## src/sv/ccdpm_pkg.sv

```systemverilog
package ccdpm_pkg;

    // Field and register widths
    localparam int unsigned MAX_PHASES   = 8;
    localparam int unsigned STEP_W       = 4;
    localparam int unsigned PHASE_W      = 3;
    localparam int unsigned COUNT_W      = 4;
    localparam int unsigned OFFSET_W     = 3;
    localparam int unsigned CFG_IDX_W    = 1;
    localparam int unsigned CFG_DATA_W   = 4;
    localparam int unsigned REM_W        = 5;
    localparam int unsigned DIVISOR_W    = 8;

    // Configuration register indexes
    localparam logic [CFG_IDX_W-1:0] REG_PHASE_COUNT = 1'd0;
    localparam logic [CFG_IDX_W-1:0] REG_FORCE_AWAY  = 1'd1;

    // Reset values of the configuration registers
    localparam logic [COUNT_W-1:0] PHASE_COUNT_RST = 4'd3;
    localparam logic               FORCE_AWAY_RST  = 1'b1;

    typedef logic [COUNT_W-1:0]  count_t;
    typedef logic [PHASE_W-1:0]  phase_t;
    typedef logic [REM_W-1:0]    rem_t;

    // One restoring step of the fold modulo: subtract the shifted divisor if it fits
    function automatic rem_t mod_step(input rem_t r, input logic [DIVISOR_W-1:0] d);
        logic [DIVISOR_W-1:0] r_wide;
        logic [DIVISOR_W-1:0] diff;
        r_wide = {{(DIVISOR_W-REM_W){1'b0}}, r};
        diff   = r_wide - d;
        return (r_wide >= d) ? diff[REM_W-1:0] : r;
    endfunction

endpackage

```

## src/sv/ccdpm_if.sv

```systemverilog
interface ccdpm_item_if;
    logic                              valid;
    logic                              ready;
    logic [ccdpm_pkg::STEP_W-1:0]      step_index;
    logic [ccdpm_pkg::PHASE_W-1:0]     phase_index;

    modport source (output valid, output step_index, output phase_index, input ready);
    modport sink   (input valid, input step_index, input phase_index, output ready);
endinterface

interface ccdpm_result_if;
    logic                                valid;
    logic                                ready;
    logic                                phase_high;
    logic                                capture_valid;
    logic                                capture_offset;
    logic                                release_split;
    logic signed [ccdpm_pkg::OFFSET_W-1:0] release_offset_a;
    logic signed [ccdpm_pkg::OFFSET_W-1:0] release_offset_b;

    modport source (output valid, output phase_high, output capture_valid,
                    output capture_offset, output release_split,
                    output release_offset_a, output release_offset_b, input ready);
    modport sink   (input valid, input phase_high, input capture_valid,
                    input capture_offset, input release_split,
                    input release_offset_a, input release_offset_b, output ready);
endinterface

interface ccdpm_cfg_if;
    logic                                valid;
    logic                                ready;
    logic [ccdpm_pkg::CFG_IDX_W-1:0]     index;
    logic [ccdpm_pkg::CFG_DATA_W-1:0]    data;

    modport source (output valid, output index, output data, input ready);
    modport sink   (input valid, input index, input data, output ready);
endinterface

```

## src/sv/ccd_clock_phase_capture_release_map.sv

```systemverilog
// An accepted request reaches the result channel through the stage registers named below.
// Throughput: one request per cycle; four register stages (add, two pairs of
// restoring modulo steps with the fold, release map) each hold one request.
// A stalled result holds the pipe; bubbles collapse, so stages keep filling.
// Reset: asynchronous, active low; clears all valid bits, sets phase_count to 3
// and force_away_from_readout to 1. No clearing pass.
module ccd_clock_phase_capture_release_map (
    input  logic                   clk,
    input  logic                   rst_n,
    ccdpm_cfg_if.sink              cfg,
    ccdpm_item_if.sink             item,
    ccdpm_result_if.source         result
);

    // Configuration registers
    ccdpm_pkg::count_t phase_count_reg;
    logic              force_away_reg;
    ccdpm_pkg::count_t n_eff;

    assign cfg.ready = 1'b1;

    always_ff @(posedge clk or negedge rst_n)
    begin
        if (!rst_n)
        begin
            phase_count_reg <= ccdpm_pkg::PHASE_COUNT_RST;
            force_away_reg  <= ccdpm_pkg::FORCE_AWAY_RST;
        end
        else if (cfg.valid)
        begin
            unique case (cfg.index)
                ccdpm_pkg::REG_PHASE_COUNT: phase_count_reg <= cfg.data;
                ccdpm_pkg::REG_FORCE_AWAY:  force_away_reg  <= cfg.data[0];
                default:                    ;
            endcase
        end
    end

    // Clamp the phase count to 1..MAX_PHASES
    always_comb
    begin
        if (phase_count_reg == '0)
            n_eff = ccdpm_pkg::count_t'(1);
        else if (phase_count_reg > ccdpm_pkg::count_t'(ccdpm_pkg::MAX_PHASES))
            n_eff = ccdpm_pkg::count_t'(ccdpm_pkg::MAX_PHASES);
        else
            n_eff = phase_count_reg;
    end

    // Pipeline valid bits and stage load enables
    logic v1_reg, v2_reg, v3_reg, v4_reg;
    logic ld1, ld2, ld3, ld4;

    assign ld4        = !v4_reg || result.ready;
    assign ld3        = !v3_reg || ld4;
    assign ld2        = !v2_reg || ld3;
    assign ld1        = !v1_reg || ld2;
    assign item.ready = ld1;

    always_ff @(posedge clk or negedge rst_n)
    begin
        if (!rst_n)
        begin
            v1_reg <= 1'b0;
            v2_reg <= 1'b0;
            v3_reg <= 1'b0;
            v4_reg <= 1'b0;
        end
        else
        begin
            if (ld1) v1_reg <= item.valid;
            if (ld2) v2_reg <= v1_reg;
            if (ld3) v3_reg <= v2_reg;
            if (ld4) v4_reg <= v3_reg;
        end
    end

    // Stage 1: form step + N
    ccdpm_pkg::rem_t    x1_reg, x1_next;
    ccdpm_pkg::phase_t  ph1_reg;
    logic [ccdpm_pkg::DIVISOR_W-1:0] m_wide;

    assign x1_next = ccdpm_pkg::rem_t'(item.step_index) + ccdpm_pkg::rem_t'(n_eff);
    assign m_wide  = {{(ccdpm_pkg::DIVISOR_W-ccdpm_pkg::COUNT_W){1'b0}}, n_eff} << 1;

    always_ff @(posedge clk)
    begin
        if (ld1 && item.valid)
        begin
            x1_reg  <= x1_next;
            ph1_reg <= item.phase_index;
        end
    end

    // Stage 2: subtract 8*2N and 4*2N where they fit
    ccdpm_pkg::rem_t    r2_reg, r2_next;
    ccdpm_pkg::phase_t  ph2_reg;

    assign r2_next = ccdpm_pkg::mod_step(ccdpm_pkg::mod_step(x1_reg, m_wide << 3), m_wide << 2);

    always_ff @(posedge clk)
    begin
        if (ld2 && v1_reg)
        begin
            r2_reg  <= r2_next;
            ph2_reg <= ph1_reg;
        end
    end

    // Stage 3: finish the modulo, fold around N, find the high phase
    ccdpm_pkg::rem_t    r3;
    ccdpm_pkg::rem_t    n_rem;
    ccdpm_pkg::rem_t    loop3;
    ccdpm_pkg::phase_t  high3_reg, high3_next;
    logic               shifted3_reg, shifted3_next;
    ccdpm_pkg::phase_t  ph3_reg;

    always_comb
    begin
        r3    = ccdpm_pkg::mod_step(ccdpm_pkg::mod_step(r2_reg, m_wide << 1), m_wide);
        n_rem = ccdpm_pkg::rem_t'(n_eff);
        loop3 = (r3 >= n_rem) ? (r3 - n_rem) : (n_rem - r3);
        shifted3_next = (loop3 == n_rem);
        high3_next    = shifted3_next ? '0 : loop3[ccdpm_pkg::PHASE_W-1:0];
    end

    always_ff @(posedge clk)
    begin
        if (ld3 && v2_reg)
        begin
            high3_reg    <= high3_next;
            shifted3_reg <= shifted3_next;
            ph3_reg      <= ph2_reg;
        end
    end

    // Stage 4: capture and release map
    logic                               present;
    logic                               is_high;
    logic                               split;
    logic                               above_high;
    logic [ccdpm_pkg::COUNT_W-1:0]      half;
    logic [ccdpm_pkg::COUNT_W-1:0]      sp_sum;
    logic [ccdpm_pkg::COUNT_W-1:0]      split_phase;
    logic signed [ccdpm_pkg::COUNT_W-1:0] d;
    logic signed [ccdpm_pkg::COUNT_W-1:0] half_s;
    logic [1:0]                         bump;
    logic signed [ccdpm_pkg::OFFSET_W-1:0] ra_base, rb_base, ra, rb;

    logic                                  phase_high_reg, phase_high_next;
    logic                                  capture_offset_reg, capture_offset_next;
    logic                                  release_split_reg, release_split_next;
    logic signed [ccdpm_pkg::OFFSET_W-1:0] release_a_reg, release_a_next;
    logic signed [ccdpm_pkg::OFFSET_W-1:0] release_b_reg, release_b_next;

    always_comb
    begin
        present     = (ccdpm_pkg::count_t'(ph3_reg) < n_eff);
        is_high     = (ph3_reg == high3_reg);
        above_high  = (ph3_reg > high3_reg);
        half        = n_eff >> 1;
        sp_sum      = ccdpm_pkg::count_t'(high3_reg) + half;
        split_phase = (sp_sum >= n_eff) ? (sp_sum - n_eff) : sp_sum;
        split       = !n_eff[0] && (ccdpm_pkg::count_t'(ph3_reg) == split_phase);
        d           = $signed(ccdpm_pkg::count_t'(ph3_reg)) - $signed(ccdpm_pkg::count_t'(high3_reg));
        half_s      = $signed(half);

        // Base destination before the shifts
        rb_base = '0;
        if (split)
        begin
            if (ph3_reg < high3_reg)
            begin
                ra_base = 3'sd0;
                rb_base = 3'sd1;
            end
            else
            begin
                ra_base = -3'sd1;
                rb_base = 3'sd0;
            end
        end
        else if (is_high)
            ra_base = shifted3_reg ? 3'sd1 : 3'sd0;
        else if (d < -half_s)
            ra_base = 3'sd1;
        else if (d > half_s)
            ra_base = -3'sd1;
        else
            ra_base = 3'sd0;

        // Move one pixel for the wrapped low phases and away from readout
        bump = {1'b0, !is_high && shifted3_reg} + {1'b0, force_away_reg && above_high};
        ra   = ra_base + $signed({1'b0, bump});
        rb   = split ? (rb_base + $signed({1'b0, bump})) : 3'sd0;

        if (present)
        begin
            phase_high_next     = is_high;
            capture_offset_next = is_high && shifted3_reg;
            release_split_next  = split;
            release_a_next      = ra;
            release_b_next      = rb;
        end
        else
        begin
            phase_high_next     = 1'b0;
            capture_offset_next = 1'b0;
            release_split_next  = 1'b0;
            release_a_next      = '0;
            release_b_next      = '0;
        end
    end

    always_ff @(posedge clk)
    begin
        if (ld4 && v3_reg)
        begin
            phase_high_reg     <= phase_high_next;
            capture_offset_reg <= capture_offset_next;
            release_split_reg  <= release_split_next;
            release_a_reg      <= release_a_next;
            release_b_reg      <= release_b_next;
        end
    end

    assign result.valid            = v4_reg;
    assign result.phase_high       = phase_high_reg;
    assign result.capture_valid    = phase_high_reg;
    assign result.capture_offset   = capture_offset_reg;
    assign result.release_split    = release_split_reg;
    assign result.release_offset_a = release_a_reg;
    assign result.release_offset_b = release_b_reg;

`ifndef NO_ASSERTIONS
    // An empty output stage never blocks new requests
    assert property (@(posedge clk) disable iff (!rst_n) !result.valid |-> item.ready)
        else $error("request refused while output stage is empty");

    // Capture from the next pixel only happens on a high phase
    assert property (@(posedge clk) disable iff (!rst_n)
        result.valid && result.capture_offset |-> result.phase_high)
        else $error("capture offset set on a low phase");

    // Second destination is zero unless the release is split
    assert property (@(posedge clk) disable iff (!rst_n)
        result.valid && !result.release_split |-> result.release_offset_b == '0)
        else $error("second release destination without split");

    // A split phase is never the high phase
    assert property (@(posedge clk) disable iff (!rst_n)
        result.valid && result.release_split |-> !result.phase_high)
        else $error("split release on the high phase");
`endif

endmodule

```

## src/flat_wrapper.sv

```systemverilog
// flat-port wrapper written by rule: the top's interface ports become plain ports
module ccd_clock_phase_capture_release_map_flat 
  (clk, rst_n, cfg_valid, cfg_index, cfg_data, cfg_ready, item_valid, item_step_index, item_phase_index, item_ready, result_valid, result_phase_high, result_capture_valid, result_capture_offset, result_release_split, result_release_offset_a, result_release_offset_b, result_ready);
  ccdpm_cfg_if cfg_i ();
  ccdpm_item_if item_i ();
  ccdpm_result_if result_i ();
  input  logic clk;
  input  logic rst_n;
  input wire logic [$bits(cfg_i.valid)-1:0] cfg_valid;
  input wire logic [$bits(cfg_i.index)-1:0] cfg_index;
  input wire logic [$bits(cfg_i.data)-1:0] cfg_data;
  output wire logic [$bits(cfg_i.ready)-1:0] cfg_ready;
  input wire logic [$bits(item_i.valid)-1:0] item_valid;
  input wire logic [$bits(item_i.step_index)-1:0] item_step_index;
  input wire logic [$bits(item_i.phase_index)-1:0] item_phase_index;
  output wire logic [$bits(item_i.ready)-1:0] item_ready;
  output wire logic [$bits(result_i.valid)-1:0] result_valid;
  output wire logic [$bits(result_i.phase_high)-1:0] result_phase_high;
  output wire logic [$bits(result_i.capture_valid)-1:0] result_capture_valid;
  output wire logic [$bits(result_i.capture_offset)-1:0] result_capture_offset;
  output wire logic [$bits(result_i.release_split)-1:0] result_release_split;
  output wire logic [$bits(result_i.release_offset_a)-1:0] result_release_offset_a;
  output wire logic [$bits(result_i.release_offset_b)-1:0] result_release_offset_b;
  input wire logic [$bits(result_i.ready)-1:0] result_ready;
  assign cfg_i.valid = cfg_valid;
  assign cfg_i.index = cfg_index;
  assign cfg_i.data = cfg_data;
  assign cfg_ready = cfg_i.ready;
  assign item_i.valid = item_valid;
  assign item_i.step_index = item_step_index;
  assign item_i.phase_index = item_phase_index;
  assign item_ready = item_i.ready;
  assign result_valid = result_i.valid;
  assign result_phase_high = result_i.phase_high;
  assign result_capture_valid = result_i.capture_valid;
  assign result_capture_offset = result_i.capture_offset;
  assign result_release_split = result_i.release_split;
  assign result_release_offset_a = result_i.release_offset_a;
  assign result_release_offset_b = result_i.release_offset_b;
  assign result_i.ready = result_ready;
  ccd_clock_phase_capture_release_map u_core (.clk(clk), .rst_n(rst_n), .cfg(cfg_i), .item(item_i), .result(result_i));
endmodule
```

## config.mk

```make
export PLATFORM = sky130hd
export DESIGN_NAME = ccd_clock_phase_capture_release_map_flat
export DESIGN_NICKNAME = d
export VERILOG_FILES = /design/src/sv/ccdpm_pkg.sv /design/src/sv/ccdpm_if.sv /design/src/sv/ccd_clock_phase_capture_release_map.sv /design/src/flat_wrapper.sv
export SDC_FILE = /design/constraint.sdc
export NUM_CORES = 1
export LEC_CHECK = 0
export BUFFER_PORTS_ARGS = -buffer_cell sky130_fd_sc_hd__buf_4
export CAP_MARGIN = 20
export CORE_MARGIN = 4
export CORE_UTILIZATION = 50
export CTS_CLUSTER_DIAMETER = 60
export DETAILED_ROUTE_END_ITERATION = 10
export PLACE_DENSITY = 0.66
export SLEW_MARGIN = 30
export SYNTH_ARGS = -nofsm -noshare
export SYNTH_HDL_FRONTEND = slang
export SYNTH_SLANG_ARGS = --single-unit
```

## constraint.sdc

```tcl
create_clock -name clk -period 16.6 [get_ports clk]
set_input_delay 0.83 -clock clk [delete_from_list [all_inputs] [get_ports clk]]
set_output_delay 0.83 -clock clk [all_outputs]
set_load 0.01 [all_outputs]
```

After elaboration in Yosys (flattened, before gate mapping)
Index checks and enable logic that the tools add are counted.

Flip-flop bits (word level): 41. Latch bits: 0. RAM bits: 0. Memory bits (read-only): 0. Logic and storage cells: 86. Memories: 0.

Add/subtract/negate cells: 14. Multipliers: 0. Divide/modulo/power cells: 0. $lt $le $gt $ge: 12. Equality and inequality tests: 3. Shifts and indexed selects: 0. Multiplexer cells: 16. Bitwise gates (word level): 1. Reductions and logical operators: 22.

Operators with widths (number): $mux 5 (5); $sub 5x5->5 (4); $mux 3 (6); $mux 4 (3); $ge 5x8->1 (1); $logic_and 1x1->1 (8); $ge 5x7->1 (1); $add 3x3->3 (2); $ge 5x6->1 (1); $logic_not 1->1 (6); $reduce_and 2->1 (3); $add 4x4->5 (1); $eq 5x4->1 (1); $ge 5x4->1 (1); $ge 5x5->1 (1); $sub 4x5->5 (1); $sub 5x4->5 (1); $add 3x3->4 (1); $eq 3x4->1 (1); $ge 4x4->1 (1); $gt 4x4->1 (1); $gt 4x4->1 const B (1); $logic_not 4->1 (1); $logic_or 1x1->1 (4); 11 further kinds (12).

Longest topological paths before layout
Gate-level depths: netlist of the first run.

Depth after elaboration: 10. Mapped depth: 27. Depth with buffers taken out: 27.

Least setup slack after synthesis of the first run
Ideal clock, no wire load.

Path kind: register to register. Start: register u_core.phase_count_reg[1]. End: register u_core.high3_reg[1], data pin. Library setup time: 0.264 ns. Arrival: 5.159 ns. Required time: 16.336 ns. Setup slack: 11.177 ns. Stages on the path, launching flop included: 24. Path buffers: 0. Clock period less this slack: 5.423 ns. Cell sequence: dfstp_2 -> nor2_1 -> o21ai_1 -> inv_1 -> ha_1 -> inv_1 -> fa_1 -> and2_2 -> nor2_1 -> a21oi_1 -> mux2_2 -> fa_1 -> a21boi_0 -> o21ai_0 -> nand2b_1 -> mux2i_1 -> ha_1 -> inv_1 -> o21bai_1 -> a221oi_4 -> mux2i_1 -> xnor3_1 -> nor4b_4 -> nor2b_1.

Word-level cells in the longest chain between the ends: 10. Elaborated cells on any way between the ends: 15.

RTL lines: start: declaration (RTL line ccd_clock_phase_capture_release_map.sv:16) `ccdpm_pkg::count_t phase_count_reg;`; start signal: assignment (RTL line ccd_clock_phase_capture_release_map.sv:26) `phase_count_reg <= ccdpm_pkg::PHASE_COUNT_RST;`; start signal: assignment (RTL line ccd_clock_phase_capture_release_map.sv:32) `ccdpm_pkg::REG_PHASE_COUNT: phase_count_reg <= cfg.data;`; $gt 4x4->1 (RTL line ccd_clock_phase_capture_release_map.sv:44) `else if (phase_count_reg > ccdpm_pkg::count_t'(ccdpm_pkg::MAX_PHASES))`; $mux 4 (RTL line ccd_clock_phase_capture_release_map.sv:44); $mux 4 * (RTL line ccd_clock_phase_capture_release_map.sv:42) `if (phase_count_reg == '0)`; $sub 5x5->5 / $ge 5x6->1 (equally long branches) (RTL line ccdpm_pkg.sv:31, ccdpm_pkg.sv:32); $mux 5 (RTL line ccdpm_pkg.sv:32) `return (r_wide >= d) ? diff[REM_W-1:0] : r;`; $sub 5x5->5 / $ge 5x5->1 (equally long branches) (RTL line ccdpm_pkg.sv:31, ccdpm_pkg.sv:32); $mux 5 (RTL line ccdpm_pkg.sv:32); $sub 4x5->5 (tied with other cells) (RTL line ccd_clock_phase_capture_release_map.sv:122) `loop3 = (r3 >= n_rem) ? (r3 - n_rem) : (n_rem - r3);`; $mux 5 (RTL line ccd_clock_phase_capture_release_map.sv:122); $eq 5x4->1 * (RTL line ccd_clock_phase_capture_release_map.sv:123) `shifted3_next = (loop3 == n_rem);`; named net u_core.shifted3_next (RTL line ccd_clock_phase_capture_release_map.sv:115) `logic shifted3_reg, shifted3_next;`; end signal: assignment (RTL line ccd_clock_phase_capture_release_map.sv:131) `high3_reg <= high3_next;`; end: declaration (RTL line ccd_clock_phase_capture_release_map.sv:114) `ccdpm_pkg::phase_t high3_reg, high3_next;`.

Mark *: on every way through the listed nets, which the timed path passes. The rest lies on a longest branch. A chain may end at the register's enable or synchronous reset.

Worst setup path after layout of the first run
Start: register u_core.phase_count_reg[3]. End: register u_core.high3_reg[1], data pin.

Same word-level chain as after synthesis.

==> results of run 1 <==
## worst max path at each step
stage / end / depth (start not counted) / slack [ps]
after global routing: u_core.high3_reg[1]$_SDFFCE_PN0P_ / 23 / 9520
final: u_core.high3_reg[1]$_SDFFCE_PN0P_ / 23 / 10090
after CTS: u_core.high3_reg[1]$_SDFFCE_PN0P_ / 23 / 10170
after detailed placement: u_core.high3_reg[1]$_SDFFCE_PN0P_ / 23 / 10210
after floorplan: u_core.high3_reg[1]$_SDFFCE_PN0P_ / 23 / 11180
after global placement: u_core.high3_reg[1]$_SDFFCE_PN0P_ / 23 / 10460
## routing by layer
layer,vias up,part of all wire,track usage
met1,1102,0.48,0.239
met3,11,0.036,0.0384
met4,0,0.010,0.0370
met5,-,0,0
li1,1155,-,-
met2,44,0.47,0.291
## power by group through the flow
| stage | Sequential, W | Clock [W] | Combinational (W) |
|---|---|---|---|
| 5_1_grt | 0.000165 | 0.0000741 | 0.000564 |
| 2_1_floorplan | 0.000161 | 0 | 0.000390 |
| 4_1_cts | 0.000162 | 0.0000689 | 0.000493 |
| 3_3_place_gp | 0.000164 | 0 | 0.000483 |
| 3_5_place_dp | 0.000164 | 0 | 0.000488 |
| 6_report | 0.000162 | 0.0000674 | 0.000492 |
## worst max-delay path, stage by stage (launching register included)
cell and delay (ps):
dfrtp_1 680, inv_1 300, o21ai_1 290, inv_1 260
ha_1 240, inv_1 60, fa_1 170, and2_2 150
nor2_1 40, a21oi_1 250, mux2_2 410, fa_1 440
a21boi_0 280, o21ai_0 120, nand2b_1 180, mux2i_1 290
ha_1 330, inv_1 130, o21bai_1 130, a221oi_4 400
mux2i_1 360, xnor3_1 310, nor4b_4 350, nor2b_1 80
## through the flow
| step | worst slack, ps | hold WS, ps |
|---|---|---|
| after global placement | 10460 | 402 |
| after floorplan | 11180 | 400 |
| after global routing | 9520 | 333 |
| final | 10090 | 334 |
| after detailed placement | 10210 | 405 |
| after CTS | 10170 | 333 |
## logic make-up after synthesis
family | Yosys count | synth area share
AOI/OAI and AO/OA | 56 | 0.116
other | 1 | 0.00112
muxes | 17 | 0.0527
buffers and inverters | 42 | 0.0493
and+or+nand+nor | 84 | 0.139
DFF | 41 | 0.355
adders and majority gates | 58 | 0.243
xor gates and xnor gates | 15 | 0.0433
## final cells by class
cell class	instances	area (um^2)	share of cell area
Inverter	38	143	0.0382
Tap cell	77	96.3	0.0258
Timing Repair Buffer	29	218	0.0583
Multi-Input combinational cell	231	2000	0.535
Sequential cell	41	1190	0.319
Clock buffer	5	68.8	0.0184
Clock inverter	3	21.3	0.00570
## placed cells by master, fill, tap and decap left out, types with 2 or more instances in the layout
cell and instances:
buf_4 29, nor2b_1 10, inv_1 38, clkbuf_8 5
nand2b_1 11, nor2_1 17, ha_1 46, fa_1 12
o211ai_1 3, o21ai_0 14, a21oi_1 13, mux2_2 5
dfstp_2 3, and2_1 6, and2_2 2, mux2i_1 12
nand2_1 17, o21a_1 3, a21o_1 8, xor2_1 4
a311o_1 2, nand3_1 6, or2_2 2, nor3_1 2
xnor2_1 10, nor3b_1 2, edfxtp_1 32, dfrtp_1 6
==> summary.md, run 1 <==
| Metric | Value |
|---|---|
| Tot Pwr | 0.000721 W |
| Sw frac | 0.440 |
| Die width | 89.9 um |
| Logic pwr share | 0.682 |
| CTS tree | done |
| Warnings from Yosys | 0 |
| Status | finished clean |
| Pre-antenna DRT Iters | 4 |
| GPL Wtd Cong | 0.915 |
| Post CTS Setup Buffer Count | 0 |
| Reg-to-reg endpoint | u_core.high3_reg[1]$_SDFFCE_PN0P_ |
| Period minus WS final | 6510 ps |
| Post-Place Cells | 416 |
| Pin count of the biggest net entering global routing | 16 |
| Mapped Area | 3350 um^2 |
| DP Area | 3640 um^2 |
| GR Util All Layers | 0.176 |
| Residual DRC count | 0 |
| Finish-stage setup viols | 0 |
| Fill count | 559 |
| Routed WL | 6620 um |
| Syn nets | 389 |
| Post-Route Skew | 10.9 ps |
| CP Data Required Time | 16660 ps |
| Worst hold path class | in -> async |
| Sum Neg Setup Slack | 0 ps |
| Area grow syn2layout | 11.4% |
| Most frequent cells after synthesis | 46 x ha_1, 38 x inv_1, 32 x edfxtp_1 |
| Syn Area/Cell | 10.7 um^2 |
| # hold bufs at CTS | 0 |
| Final ANT Viol Nets | 0 |
| Drt wl/cell | 15.6 um |
| PD cells | 193 nW/um^2 |
| Part of the power in registers | 0.224 |
| Post-synth top area share | 0.287 |
| Hold Fails Final Rpt | 0 |
| Clock latency on the worst-skew pair | 300 ps |
| Internal power | 0.000404 W |
| RSZ-0062 raised after global routing | false |
| Max Freq | 154 MHz |
| Via count | 2312 |
| DIE AREA | 8070 um^2 |
| FP Rows | 29 |
| Worst reg2reg startpoint | u_core.phase_count_reg[3]$_DFFE_PN0P_ |
| FF-to-FF path depth | 23 |
| Final std cells w/o fill | 424 |
| Number of synthesized register bits | 41 |
| CP max FO | 15 |
| CTS H-tree lvls | 2 |
| Top Ports | 30 |
| Startpoint types | register |
| Port bufs | 28 |
| CTS buffer count | 5 |
| Ranking of synthesized cells by area | edfxtp_1 29%, ha_1 17%, fa_1 7.2%, dfrtp_1 4.5%, inv_1 4.3% |
| FF-to-FF setup slack | 10090 ps |
| Final std cell area, no fill | 3730 um^2 |
| Post-DR vias/cell | 5.45 |
| Layout cells sized above 1 | 0.159 |
| VDD IR max | 0.0000736 V |
| Post-synth ARST share | 0.220 |
| Post-synth EDFFs | 32 |
| Die H | 89.9 um |
| CTS resizes | 0 |
| Nets | 421 |
| Max Transition Viols Final | 0 |
| Synth area leader | edfxtp_1 |
| Distinct cell type count after synthesis | 53 |
| Crit Path Category | reg -> reg |
| Maxcap violations | 0 |
| Psw | 0.000317 W |
| Worst Path Arrival | 6560 ps |
| Clock buffer depth | 2 |
| Count leader, synth | ha_1 |
| Root Buffer | clkbuf_8 |
| Core Region | 6420 um^2 |
| Worst-Margin Slew | 782 ps |
| Fin util | 0.581 |
| # clock sinks | 41 |
| Total leakage power | 1.71 nW |
| DP HPWL | 5350 um |
| Tcrit/Tclk final | 0.392 |
| Clock share of power | 0.093 |
| Initial antenna violation count | 0 |
| Vias in the first global route | 2466 |
| Max-slew headroom | 0.478 |
| Seq/Total Area, Yosys | 0.355 |
| Clock Pin Slew Worst Setup and Hold Paths | 90 ps |
| GRT Residual Overflow | 0 |
| Antenna diode count | 0 |
| DR iter-0 viols | 66 |
| Worst Setup End Kind | register |
| Post-synthesis cell count | 314 |
| Initial core utilization | 0.522 |
| First-pass GRT wire length | 11700 um |
| Commonest register cell after synthesis | edfxtp_1 |
| Worst setup path startpoint | u_core.phase_count_reg[3]$_DFFE_PN0P_ |
(Power assumes the default switching activity.)
==> run 2, diff against run 1 <==
- clock period: 16.6 -> 6.46 ns (I/O delays scaled with it)
==> summary.md, run 2 (synthesis results as in run 1) <==
| Metric | Value |
|---|---|
| DR iter-0 viols | 88 (+33%) |
| Sum Neg Setup Slack | 0 ps (unchanged) |
| Residual DRC count | 0 (unchanged) |
| Fin util | 0.587 (+0.00623) |
| Initial antenna violation count | 0 (unchanged) |
| Top Ports | 30 (unchanged) |
| Total leakage power | 1.74 nW (+1.4%) |
| DP HPWL | 5080 um (-5.1%) |
| # hold bufs at CTS | 1 (+1) |
| VDD IR max | 0.000241 V (+230%) |
| Worst hold path class | in -> reg |
| Routed WL | 6260 um (-5.5%) |
| FF-to-FF path depth | 23 (unchanged) |
| FF-to-FF setup slack | 560 ps (-9530 ps) |
| Clock latency on the worst-skew pair | 300 ps (about the same) |
| Max Transition Viols Final | 0 (unchanged) |
| Crit Path Category | reg -> reg |
| Hold path depth | 1 |
| # clock sinks | 41 (unchanged) |
| Period minus WS final | 5900 ps (-610 ps) |
| Worst Path Arrival | 5950 ps (-610 ps) |
| Post-DR vias/cell | 5.43 (-0.48%) |
| Worst setup path startpoint | u_core.phase_count_reg[1]$_DFFE_PN1P_ |
| Via count | 2328 (+0.69%) |
| Clock buffer depth | 2 (unchanged) |
| Maxcap violations | 0 (unchanged) |
| CP Data Required Time | 6510 ps (-10150 ps) |
| Pin count of the biggest net entering global routing | 15 (-1) |
| Post CTS Setup Buffer Count | 0 (unchanged) |
| GRT Residual Overflow | 0 (unchanged) |
| Root Buffer | clkbuf_8 |
| Clock Pin Slew Worst Setup and Hold Paths | 90 ps (about the same) |
| Core Region | 6420 um^2 (unchanged) |
| Status | finished clean |
| Antenna diode count | 0 (unchanged) |
| Initial core utilization | 0.522 (unchanged) |
| DIE AREA | 8070 um^2 (unchanged) |
| Layout cells sized above 1 | 0.168 (+0.00911) |
| Final ANT Viol Nets | 0 (unchanged) |
| Max-slew headroom | 0.492 (+0.0138) |
| First-pass GRT wire length | 10800 um (-7.8%) |
| FP Rows | 29 (unchanged) |
| Startpoint types | register |
| GPL Wtd Cong | 0.895 (-2.2%) |
| Worst reg2reg startpoint | u_core.phase_count_reg[1]$_DFFE_PN1P_ |
| Hold wc startpoint | item_phase_index[0] |
| Worst hold endpoint | u_core.ph1_reg[0]$_DFFE_PP_ |
| GR Util All Layers | 0.164 (-0.0116) |
| Vias in the first global route | 2286 (-7.3%) |
| Drt wl/cell | 14.6 um (-6.6%) |
| Tot Pwr | 0.00184 W (+160%) |
| Most frequent cells in the layout | 46 x ha_1, 38 x inv_1, 33 x buf_4 |
| Worst Setup End Kind | register |
| Finish-stage setup viols | 0 (unchanged) |
| Area grow syn2layout | 12.6% |
| Worst-Margin Slew | 761 ps (-20.7 ps) |
| CTS buffer count | 5 (unchanged) |
| Nets | 426 (+1.2%) |
| CTS H-tree lvls | 2 (unchanged) |
| Tcrit/Tclk final | 0.913 (+0.521) |
| CP max FO | 6 (-9) |
| PD cells | 488 nW/um^2 (+150%) |
| RSZ-0062 raised after global routing | false |
| Die width | 89.9 um (unchanged) |
| Most common cell after layout, fill and taps aside | ha_1 |
| Die H | 89.9 um (unchanged) |
| Pre-antenna DRT Iters | 4 (unchanged) |
| CTS tree | done |
| Max Freq | 170 MHz (+10%) |
| Port bufs | 28 (unchanged) |
| Post-Route Skew | 7.81 ps (-3.06 ps) |
| Reg-to-reg endpoint | u_core.high3_reg[1]$_SDFFCE_PN0P_ |
| Hold Fails Final Rpt | 0 (unchanged) |
| CTS resizes | 0 (unchanged) |
-- run 2: cell count changes in the layout (fill, tap and decap cells not counted) --
| cell | change |
|---|---|
| buf_4 | +4 |
| dlygate4sd3_1 | +1 |
-- run 2: metrics by stage --
step / instance area (um^2) / instances / hold slack, ps / worst slack, ps
final: 3770 / 429 / 191 / 561
after detailed placement: 3670 / 420 / 153 / 615
after floorplan: 3350 / 314 / 27.4 / 1040
after global placement: 3670 / 420 / 153 / 829
after CTS: 3770 / 429 / 179 / 586
after global routing: 3770 / 429 / 175 / 127
-- run 2: layer usage --
layer  track usage  wire (um)
met1         0.214       2950
met2         0.283       2960
met3        0.0326        218
met4        0.0408        127
met5             0          0
-- run 2: critical path, cell delays in order, from the launching register on --
cell and delay, ps:
dfstp_2 570, nor2_1 50, o21ai_1 340, inv_1 120
ha_1 190, inv_1 60, fa_1 180, and2_2 160
nor2_1 40, a21oi_1 250, mux2_2 400, fa_1 440
a21boi_0 260, o21ai_0 120, nand2b_1 180, mux2i_1 280
ha_1 330, inv_1 120, o21bai_1 140, a221oi_4 380
mux2i_1 330, xnor3_1 300, nor4b_4 340, nor2b_1 80
-- run 2: power by group --
group          internal (W)  switching [W]  leakage [nW]  total (W)
Combinational      0.000591       0.000666          1.28    0.00126
Sequential         0.000375      0.0000350         0.413   0.000410
Clock             0.0000767      0.0000960        0.0445   0.000173
Total               0.00104       0.000797          1.74    0.00184
-- run 2: how the worst max path moves through the flow --
stage	end	slack, ps	cells after the start
2_1_floorplan	u_core.high3_reg[1]$_SDFFCE_PN0P_	1040	23
3_3_place_gp	u_core.high3_reg[1]$_SDFFCE_PN0P_	830	23
3_5_place_dp	u_core.high3_reg[1]$_SDFFCE_PN0P_	610	23
4_1_cts	u_core.high3_reg[1]$_SDFFCE_PN0P_	590	23
5_1_grt	u_core.high3_reg[1]$_SDFFCE_PN0P_	130	23
6_report	u_core.high3_reg[1]$_SDFFCE_PN0P_	560	23
-- run 2: cell type report --
| type | instances | area, um^2 |
|---|---|---|
| Clock buffer | 5 | 68.8 |
| Tap cell | 77 | 96.3 |
| Fill cell | 542 | 2650 |
| Inverter | 38 | 143 |
| Clock inverter | 3 | 21.3 |
| Multi-Input combinational cell | 231 | 2000 |
| Sequential cell | 41 | 1190 |
| Timing Repair Buffer | 34 | 258 |
==> run 3, diff against run 2 <==
- CORE_ASPECT_RATIO: unset -> 1.1
==> summary.md, run 3 (synthesis results as in run 1) <==
| Metric | Value |
|---|---|
| Most used cell along the critical path | inv_1 |
| Vias in the first global route | 2339 (+2.3%) |
| DP HPWL | 5120 um (+0.73%) |
| GR peak layer | met2 |
| RSZ-0062 raised after global routing | false |
| GR Util All Layers | 0.169 (+0.00435) |
| Startpoint types | register |
| GRT Residual Overflow | 0 (unchanged) |
| CP Data Required Time | 6500 ps (about the same) |
| Finish-stage setup viols | 0 (unchanged) |
| Max Freq | 169 MHz (-0.26%) |
| Via count | 2315 (-0.56%) |
| Worst Path Buf+Inv | 3 (unchanged) |
| Pin count of the biggest net entering global routing | 16 (+1) |
| Worst hold path class | in -> reg |
| CTS buffer count | 5 (unchanged) |
| # clock sinks | 41 (unchanged) |
| # hold bufs at CTS | 1 (unchanged) |
| FF-to-FF setup slack | 550 ps (-20 ps) |
| Crit. path cell count | 23 (unchanged) |
| Nets | 426 (unchanged) |
| CTS resizes | 0 (unchanged) |
| First-pass GRT wire length | 10700 um (-0.44%) |
| Tcrit/Tclk final | 0.915 (+0.00234) |
| Die H | 93.9 um (+4.4%) |
| Worst setup path end | u_core.high3_reg[1]$_SDFFCE_PN0P_ |
| Sequence of cells on the critical path | nor2_1 > o21ai_1 > inv_1 > ha_1 > inv_1 > fa_1 > and2_2 > nor2_1 > a21oi_1 > mux2_2 > fa_1 > a21boi_0 > o21ai_0 > nand2b_1 > mux2i_1 > ha_1 > inv_1 > o21bai_1 > a221oi_4 > mux2i_1 > xnor3_1 > nor4b_4 > nor2b_1 |
| Status | finished clean |
| Hold Fails Final Rpt | 0 (unchanged) |
| Crit Path Category | reg -> reg |
| CTS tree | done |
| Area grow syn2layout | 12.8% |
| Drt wl/cell | 14.5 um (-0.57%) |
| Max-slew headroom | 0.450 (-0.0417) |
| Met3 GRT Util | 0.0342 (+0.00166) |
| Clock latency on the worst-skew pair | 300 ps (about the same) |
| Cell family with most CP delay | compound AO/OA/AOI/OAI gates |
| Tot Pwr | 0.00185 W (+0.32%) |
| Core Region | 6560 um^2 (+2.1%) |
| CP max FO | 6 (unchanged) |
| Port bufs | 28 (unchanged) |
| Initial antenna violation count | 0 (unchanged) |
| Residual DRC count | 0 (unchanged) |
| Worst reg2reg startpoint | u_core.phase_count_reg[1]$_DFFE_PN1P_ |
| Initial core utilization | 0.511 (-0.0106) |
| Worst-Margin Slew | 823 ps (+62.4 ps) |
| CTS H-tree lvls | 2 (unchanged) |
| Worst setup path startpoint | u_core.phase_count_reg[1]$_DFFE_PN1P_ |
| Die width | 86.1 um (-4.2%) |
| Met1 usage | 0.208 (-0.00564) |
| Total leakage power | 1.74 nW (+0.26%) |
| Clock Pin Slew Worst Setup and Hold Paths | 90 ps (about the same) |
| Critical Path Max Stage Delay | 570 ps (about the same) |
| Reg-to-reg endpoint | u_core.high3_reg[1]$_SDFFCE_PN0P_ |
| Layout cells sized above 1 | 0.168 (unchanged) |
| Routed WL | 6290 um (+0.59%) |
| GPL Wtd Cong | 0.836 (-6.6%) |
| Final ANT Viol Nets | 0 (unchanged) |
| DR iter-0 viols | 112 (+27%) |
| Slowest cell on crit path | dfstp_2 |
| Most common cell after layout, fill and taps aside | ha_1 |
| Period minus WS final | 5910 ps (+15.1 ps) |
| Top Ports | 30 (unchanged) |
| Pre-antenna DRT Iters | 5 (+1) |
| DIE AREA | 8080 um^2 (about the same) |
| Most frequent cells in the layout | 46 x ha_1, 38 x inv_1, 33 x buf_4 |
| Root Buffer | clkbuf_8 |
| Clock buffer depth | 2 (unchanged) |
| Worst Path Arrival | 5950 ps (about the same) |
| FF-to-FF path depth | 23 (unchanged) |
| Final hold slack | 193 ps (+1.90 ps) |
| Post-DR vias/cell | 5.33 (-1.7%) |
| Post-Route Skew | 10.9 ps (+3.05 ps) |
| Antenna diode count | 0 (unchanged) |
| Post CTS Setup Buffer Count | 0 (unchanged) |
| Met2 usage in global routing | 0.306 (+0.0233) |
| PD cells | 488 nW/um^2 (about the same) |
| Maxcap violations | 0 (unchanged) |
| FP Rows | 31 (+6.9%) |
| Max Transition Viols Final | 0 (unchanged) |
| Worst Setup End Kind | register |
| Sum Neg Setup Slack | 0 ps (unchanged) |
| VDD IR max | 0.000211 V (-12%) |
run 3: cell types whose count changed in the layout (fill, tap and decap cells not counted):
cell and delta:
clkinv_2 -1, clkinv_4 +1, clkinvlp_4 -1, inv_4 +1
run 3: layout make-up:
cell class              count  area (um^2)
clock buffers               5         68.8
flip-flops and latches     41         1190
fillers                   557         2770
well taps                  82          103
multi-input cells         231         2000
clock inverters             3         23.8
repair buffers             34          258
inverters                  38          143
run 3: worst min path at each step:
stage	start	end	depth (start not counted)
final	item_phase_index[1]	u_core.ph1_reg[1]$_DFFE_PP_	1
after global routing	item_phase_index[0]	u_core.ph1_reg[0]$_DFFE_PP_	1
after CTS	item_phase_index[1]	u_core.ph1_reg[1]$_DFFE_PP_	1
after detailed placement	rst_n	u_core.v3_reg$_DFFE_PN0P_	1
after global placement	rst_n	u_core.v3_reg$_DFFE_PN0P_	1
after floorplan	rst_n	u_core.phase_count_reg[2]$_DFFE_PN0P_	0
run 3: where the power goes:
| group | total, W | internal [W] | leakage [nW] | switching [W] |
|---|---|---|---|---|
| Clock | 0.000174 | 0.0000783 | 0.0491 | 0.0000961 |
| Combinational | 0.00126 | 0.000592 | 1.28 | 0.000671 |
| Sequential | 0.000408 | 0.000375 | 0.413 | 0.0000337 |
| Total | 0.00185 | 0.00104 | 1.74 | 0.000801 |
run 3: per-stage QoR:
stage | setup WS (ps) | cells | area [um^2] | utilization
floorplan | 1040 | 314 | 3350 | -
global placement | 831 | 425 | 3680 | 0.561
detailed placement | 521 | 425 | 3680 | 0.561
CTS | 506 | 434 | 3780 | 0.577
global route | 105 | 434 | 3780 | 0.577
finish | 546 | 434 | 3780 | 0.577
run 3: routing by layer:
metal  wire [um]  vias to the layer above
met5           0                        -
li1            -                     1170
met3         197                        9
met2        3270                       42
met4          61                        0
met1        2760                     1094
